**config.mk**
```make
export PLATFORM = sky130hd
export DESIGN_NAME = front_middle_back_queue
export DESIGN_NICKNAME = d
export VERILOG_FILES = /design/src/hw/rtl/fmbq_pkg.sv /design/src/hw/rtl/front_middle_back_queue.sv /design/src/hw/rtl/fmbq_cell.sv
export SDC_FILE = /design/constraint.sdc
export NUM_CORES = 2
export LEC_CHECK = 0
export BUFFER_PORTS_ARGS = -buffer_cell sky130_fd_sc_hd__buf_2
export CORE_AREA = 4 4 213 318
export DETAILED_ROUTE_END_ITERATION = 12
export DIE_AREA = 0 0 217 322
export PLACE_DENSITY = 0.75
export RECOVER_POWER = 50
export SYNTH_ARGS = -nofsm -noshare
export SYNTH_HDL_FRONTEND = slang
export SYNTH_HIERARCHICAL = 1
export SYNTH_SLANG_ARGS = --single-unit
```
**constraint.sdc**
```tcl
create_clock -name clk -period 11.74 [get_ports clk]
set_input_delay 1.174 -clock clk [delete_from_list [all_inputs] [get_ports clk]]
set_output_delay 1.174 -clock clk [all_outputs]
set_load 0.02 [all_outputs]
```
**src/hw/rtl/fmbq_pkg.sv**
```systemverilog
// shared types and constants for the front/middle/back queue
package fmbq_pkg;

    localparam int CMD_W    = 3;
    localparam int DATA_W   = 32;
    localparam int STATUS_W = 2;
    localparam int OCC_W    = 5;

    // command codes
    localparam logic [CMD_W-1:0] CMD_PUSH_FRONT  = 3'd0;
    localparam logic [CMD_W-1:0] CMD_PUSH_MIDDLE = 3'd1;
    localparam logic [CMD_W-1:0] CMD_PUSH_BACK   = 3'd2;
    localparam logic [CMD_W-1:0] CMD_POP_FRONT   = 3'd3;
    localparam logic [CMD_W-1:0] CMD_POP_MIDDLE  = 3'd4;
    localparam logic [CMD_W-1:0] CMD_POP_BACK    = 3'd5;

    // status codes
    localparam logic [STATUS_W-1:0] ST_OK    = 2'd0;
    localparam logic [STATUS_W-1:0] ST_EMPTY = 2'd1;
    localparam logic [STATUS_W-1:0] ST_FULL  = 2'd2;

    // value returned by a pop on an empty queue
    localparam logic signed [DATA_W-1:0] POP_EMPTY_VALUE = -32'sd1;

    typedef logic signed [DATA_W-1:0] data_t;

    // operation broadcast to every cell
    typedef struct packed {
        logic insert;
        logic remove;
    } cell_op_t;

endpackage

```
**src/hw/rtl/front_middle_back_queue.sv**
```systemverilog
// front/middle/back queue: top level with command decode, cell chain and output register
// result: registered, valid in the cycle after its command word is accepted
// throughput: one command per cycle while in_stall is low; every cell shifts in parallel from a
// broadcast position, and the read of the removed word is an or-tree across the cells
// reset: asynchronous active-low rst_n empties the queue and clears the output valid;
// stored words are undefined until written
module front_middle_back_queue #(
    parameter int DEPTH = 16
) (
    input  logic                                clk,
    input  logic                                rst_n,
    input  logic                                in_valid,
    output logic                                in_stall,
    input  logic [fmbq_pkg::CMD_W-1:0]          cmd,
    input  logic signed [fmbq_pkg::DATA_W-1:0]  push_value,
    output logic                                out_valid,
    input  logic                                out_stall,
    output logic signed [fmbq_pkg::DATA_W-1:0]  pop_value,
    output logic [fmbq_pkg::STATUS_W-1:0]       status,
    output logic [fmbq_pkg::OCC_W-1:0]          occupancy
);
    import fmbq_pkg::*;

    localparam int CW = $clog2(DEPTH + 1);
    localparam logic [CW-1:0] FULL_COUNT = CW'(DEPTH);

    logic [CW-1:0] count_reg;
    logic [CW-1:0] count_next;

    logic                 out_valid_reg;
    data_t                pop_value_reg;
    data_t                pop_value_next;
    logic [STATUS_W-1:0]  status_reg;
    logic [STATUS_W-1:0]  status_next;
    logic [OCC_W-1:0]     occupancy_reg;

    logic          accept;
    logic          is_push;
    logic          is_pop;
    logic          empty;
    logic          full;
    logic [CW-1:0] pos;
    cell_op_t      op;
    data_t         read_value;

    data_t cell_value [DEPTH];
    data_t cell_sel   [DEPTH];

    assign in_stall = out_valid_reg && out_stall;
    assign accept   = in_valid && !in_stall;
    assign empty    = (count_reg == '0);
    assign full     = (count_reg == FULL_COUNT);

    // command decode and position select
    always_comb
    begin
        is_push = 1'b0;
        is_pop  = 1'b0;
        pos     = '0;
        unique case (cmd)
            CMD_PUSH_FRONT:
            begin
                is_push = 1'b1;
            end
            CMD_PUSH_MIDDLE:
            begin
                is_push = 1'b1;
                pos     = count_reg >> 1;
            end
            CMD_PUSH_BACK:
            begin
                is_push = 1'b1;
                pos     = count_reg;
            end
            CMD_POP_FRONT:
            begin
                is_pop = 1'b1;
            end
            CMD_POP_MIDDLE:
            begin
                is_pop = 1'b1;
                pos    = (count_reg - CW'(1)) >> 1;
            end
            CMD_POP_BACK:
            begin
                is_pop = 1'b1;
                pos    = count_reg - CW'(1);
            end
            default:
            begin
                is_push = 1'b0;
                is_pop  = 1'b0;
            end
        endcase
    end

    assign op.insert = accept && is_push && !full;
    assign op.remove = accept && is_pop && !empty;

    // chain of cells, index 0 is the front
    for (genvar i = 0; i < DEPTH; i++)
    begin : g_cell
        data_t left_value;
        data_t right_value;

        if (i == 0)
        begin : g_first
            assign left_value = push_value;
        end
        else
        begin : g_inner_left
            assign left_value = cell_value[i-1];
        end

        if (i == DEPTH - 1)
        begin : g_last
            assign right_value = '0;
        end
        else
        begin : g_inner_right
            assign right_value = cell_value[i+1];
        end

        fmbq_cell #(
            .INDEX (i),
            .CW    (CW)
        ) u_cell (
            .clk         (clk),
            .op          (op),
            .pos         (pos),
            .new_value   (push_value),
            .left_value  (left_value),
            .right_value (right_value),
            .value       (cell_value[i]),
            .sel_value   (cell_sel[i])
        );
    end

    // or-tree read of the word at pos
    always_comb
    begin
        read_value = '0;
        for (int i = 0; i < DEPTH; i++)
        begin
            read_value = read_value | cell_sel[i];
        end
    end

    // result and next count
    always_comb
    begin
        count_next     = count_reg;
        pop_value_next = '0;
        status_next    = ST_OK;
        if (is_push)
        begin
            if (full)
                status_next = ST_FULL;
            else
                count_next = count_reg + CW'(1);
        end
        else if (is_pop)
        begin
            if (empty)
            begin
                pop_value_next = POP_EMPTY_VALUE;
                status_next    = ST_EMPTY;
            end
            else
            begin
                pop_value_next = read_value;
                count_next     = count_reg - CW'(1);
            end
        end
    end

    // entry count
    always_ff @(posedge clk or negedge rst_n)
    begin
        if (!rst_n)
            count_reg <= '0;
        else if (accept)
            count_reg <= count_next;
    end

    // output valid
    always_ff @(posedge clk or negedge rst_n)
    begin
        if (!rst_n)
            out_valid_reg <= 1'b0;
        else if (accept)
            out_valid_reg <= 1'b1;
        else if (!out_stall)
            out_valid_reg <= 1'b0;
    end

    // output payload
    always_ff @(posedge clk)
    begin
        if (accept)
        begin
            pop_value_reg <= pop_value_next;
            status_reg    <= status_next;
            occupancy_reg <= OCC_W'(count_next);
        end
    end

    assign out_valid = out_valid_reg;
    assign pop_value = pop_value_reg;
    assign status    = status_reg;
    assign occupancy = occupancy_reg;

    // count never runs past the cell chain
    a_count_bound: assert property (@(posedge clk) disable iff (!rst_n)
        count_reg <= FULL_COUNT)
        else $error("entry count exceeds depth");

    // a pop on an empty queue reports empty with -1
    a_empty_pop: assert property (@(posedge clk) disable iff (!rst_n)
        accept && is_pop && empty |=> out_valid && status == ST_EMPTY
            && pop_value == POP_EMPTY_VALUE)
        else $error("empty pop not reported");

    // an insert grows the queue by exactly one word
    a_insert_count: assert property (@(posedge clk) disable iff (!rst_n)
        op.insert |=> count_reg == CW'($past(count_reg) + CW'(1)))
        else $error("insert did not advance count");

    // a removal shrinks the queue by exactly one word
    a_remove_count: assert property (@(posedge clk) disable iff (!rst_n)
        op.remove |=> count_reg == CW'($past(count_reg) - CW'(1)))
        else $error("remove did not reduce count");

endmodule

```
**src/hw/rtl/fmbq_cell.sv**
```systemverilog
// one storage cell of the queue chain: shifts toward or away from the front
module fmbq_cell #(
    parameter int INDEX = 0,
    parameter int CW    = 5
) (
    input  logic               clk,
    input  fmbq_pkg::cell_op_t op,
    input  logic [CW-1:0]      pos,
    input  fmbq_pkg::data_t    new_value,
    input  fmbq_pkg::data_t    left_value,
    input  fmbq_pkg::data_t    right_value,
    output fmbq_pkg::data_t    value,
    output fmbq_pkg::data_t    sel_value
);
    import fmbq_pkg::*;

    localparam logic [CW-1:0] IDX = CW'(INDEX);

    data_t value_reg;
    data_t value_next;

    // insert shifts cells at or behind pos one place back, remove pulls them forward
    always_comb
    begin
        value_next = value_reg;
        if (op.insert)
        begin
            if (IDX > pos)
                value_next = left_value;
            else if (IDX == pos)
                value_next = new_value;
        end
        else if (op.remove)
        begin
            if (IDX >= pos)
                value_next = right_value;
        end
    end

    // payload storage, no reset
    always_ff @(posedge clk)
    begin
        value_reg <= value_next;
    end

    assign value     = value_reg;
    // contributes to the or-tree read of the addressed word
    assign sel_value = (IDX == pos) ? value_reg : '0;

endmodule

```
==> results_dict.tcl <==
set metrics [dict create \
    coreArea_sq_mm 0.0648 \
    die_h_microns 322 \
    vias 30700 \
    drc 0 \
    die_area_sq_mm 0.0699 \
    ir_worst_vdd_mv 0.160 \
    tns_ps 0 \
    p_comb_share_pct 35.8 \
    worstMarginPinSlew_ps 3970 \
    seqPwrFrac_pct 38.3 \
    seq_area_sq_mm 0.0167 \
    synth_seq_cells 557 \
    synth_area_sq_mm 0.0354 \
    syn_area_per_cell_sq_um 9.74 \
    hpwlAfterDp_microns 73700 \
    wl_per_cell_microns 28.0 \
    violations "max-capacitance violations, max-slew violations" \
    critPathBufInv 4 \
    async_reset_ff_share_pct 1.08 \
    end_kind "flop" \
    grt_max_degree 242 \
    slew_headroom_pct -165 \
    wl_microns 125000 \
    synthFlopType "edfxtp_1" \
    post-route-period-util_pct 71.5 \
    worstPathCellList "clkbuf_1 > nor2b_1 > and2_0 > a32o_1 > clkbuf_1 > buf_4 > nor4_4 > buf_4 > and2_1 > nor4_1 > nand4_1 > o21a_1" \
    cp.arrival_ps 8770 \
    initial_core_util_pct 54.7 \
    grt_pass1_wl_microns 185000 \
    drive_gt1_share_pct 11.7 \
    grt_pass1_vias 29600 \
    p_leak_nw 13.4 \
    max_clock_freq_ghz 0.119 \
    synthTopCellsByArea "edfxtp_1 (47%), and2_1 (6.3%), a31oi_1 (5.7%), nor2_1 (4.3%), nand2_1 (4.3%)" \
    synth_edf_count 551 \
    finalSetupViolations 0 \
    p_sw_mw 2.91 \
    critPathSlowestCell "a32o_1" \
    antenna_left 0 \
    holdBufCountCts 0 \
    antenna_found_initial 9 \
    n_fill_cell 5681 \
    hold_viol 0 \
    vias_per_cell 6.86 \
    min_period_ps 8390 \
    startpoint_type "input pin" \
    synth_top_area_cell "edfxtp_1" \
    power_density_mw_per_mm2 193 \
    dpl.cell_count 4365 \
    clkSinkCount 557 \
    cts_made_buffers 57 \
    grt_overflow 0 \
    numPortBuffers 79 \
    place.gp.congestion 0.929 \
    cts_resized 0 \
    ctsHtreeMaxLevel 2 \
    chipWidth_microns 217 \
    first_pass_iters 7 \
    nets 3596 \
    ys_types 99 \
    finClkSkew_ps 51.4 \
    ys_warn_count 6 \
    required_ps 12120 \
    grt_use_total_pct 34.8 \
    cpPeakStageDelay_ps 2670 \
    min_path_type "input pin to async pin" \
    path_delay_family "buffers and inverters" \
    clk_latency_ps 680 \
    p_sw_share_pct 40.0 \
    slew_violations 790 \
    cts_max_path_buffers 3 \
    cap_viol_max_count 25 \
    synthCells 3634 \
    fin_cells 4480 \
    area_growth_syn_to_layout_pct 6.19 \
    worstPathMaxFanout 80 \
    whs_ps 417 \
    ios 80 \
    fp-row-count 114 \
    rsz0062_at_grt "false" \
    p_clk_share_pct 25.8 \
    multi_input_area_sq_mm 0.0167 \
    cts_setup_buffers 0 \
    yosysTopAreaCellShare_pct 46.7 \
    ys_seq_area_share_pct 47.2 \
    drt_iter0_markers 4956 \
    p_int_mw 4.36 \
    clock_tree.root_cell "clkbuf_16" \
    clk_pin_slew_ps 60 \
    path_class "input pin to flop" \
    largest_reg_flops 512 \
    status "complete, but fails checks" \
    cts_tree "built" \
]
## cell usage in the layout (no fill, tap or decap), types with 7 or more instances in the layout
cell type / count
nand3_1: 39
nand4_1: 66
nor3b_2: 60
conb_1: 32
or3b_1: 32
nand3b_1: 97
nor2b_1: 36
o21ai_0: 114
nor4_1: 129
clkinv_1: 13
a221o_1: 31
buf_2: 36
clkbuf_16: 57
o221ai_1: 36
buf_4: 51
diode_2: 8
nand2_1: 401
o221ai_2: 30
nor2_1: 405
mux2_2: 33
nor4_4: 7
a31oi_1: 324
o21a_1: 33
o21ai_1: 48
and3_1: 33
o311ai_1: 28
a21oi_1: 68
and2_2: 32
inv_1: 102
mux2i_1: 67
clkbuf_1: 75
nor3_2: 31
edfxtp_1: 551
clkinv_2: 11
and2_1: 352
## per-layer routing
layer  part of all wire [%]  GRT usage [%]  vias to the layer above
met3                     12           8.26                      559
met5                  0.079           1.04                        -
met2                     46           55.3                     2271
li1                       -              -                    13200
met4                    7.6           23.3                        2
met1                     35           42.1                    14700
## per-stage QoR
stage	util (%)	setup WS, ps	instance area (sq um)	power, mW
4_1_cts	58.4	6350	37800	7.21
5_1_grt	58.0	3130	37600	7.50
2_1_floorplan	-	1820	35500	4.58
6_report	58.0	3350	37600	7.27
3_3_place_gp	55.6	6040	36000	5.30
3_5_place_dp	55.6	5990	36000	5.35
## worst paths after layout
kind | start | end | slack [ps] | cells after the start
worst max-delay path | cmd[1] | pop_value[2]$_SDFFCE_PP0P_ | 3350 | 12
worst min-delay path | rst_n | count_reg[3]$_DFFE_PN0P_ | 420 | 1
worst max register to register | count_reg[1]$_DFFE_PN0P_ | pop_value[2]$_SDFFCE_PP0P_ | 3380 | 13
worst min register to register | g_cell[1].u_cell/value[18]$_DFFE_PP_ | g_cell[0].u_cell/value[18]$_DFFE_PP_ | 600 | 1
max in group asynchronous | rst_n | out_valid$_DFFE_PN0P_ | 11050 | 1
min in group clk | g_cell[1].u_cell/value[18]$_DFFE_PP_ | g_cell[0].u_cell/value[18]$_DFFE_PP_ | 600 | 1
## cells by family after synthesis
logic type / count (synthesis) / synth area share, %
simple gates: 1766 / 27.9
compound gates: 771 / 15.2
flops: 557 / 47.2
buf+inv: 428 / 6.51
mux: 100 / 2.94
xor+xnor: 8 / 0.198
fa+ha+maj: 3 / 0.106
other cells: 1 / 0.0106
## area by class of cell
class                           count  share of cell area (%)
Tap cell                          870                    2.90
Timing Repair Buffer              155                    2.31
Multi-Input combinational cell   2680                    44.4
Clock inverter                     40                    1.02
Antenna cell                        8                  0.0533
Clock buffer                       67                    3.89
Sequential cell                   557                    44.4
Inverter                          103                    1.03
## cell usage after synthesis, types with 36 or more instances
cell	instances
o221ai_1	36
buf_6	56
and2_1	354
a31oi_1	323
nand2_1	401
nor3b_2	61
o21ai_0	109
nor2b_1	36
o21ai_1	53
inv_1	103
a21oi_1	69
edfxtp_1	551
clkbuf_1	162
nor2_1	409
nand3b_1	97
nand4_1	66
buf_2	58
nand3_1	39
nor4_1	130
mux2i_1	67
## power groups by stage
stage,Combinational [mW],Clock (mW),Sequential (mW)
floorplan,1.83,0,2.74
global placement,2.49,0,2.82
detailed placement,2.54,0,2.81
CTS,2.55,1.88,2.77
global route,2.72,1.97,2.81
finish,2.61,1.88,2.79
Power figures use the tool's default switching activity.
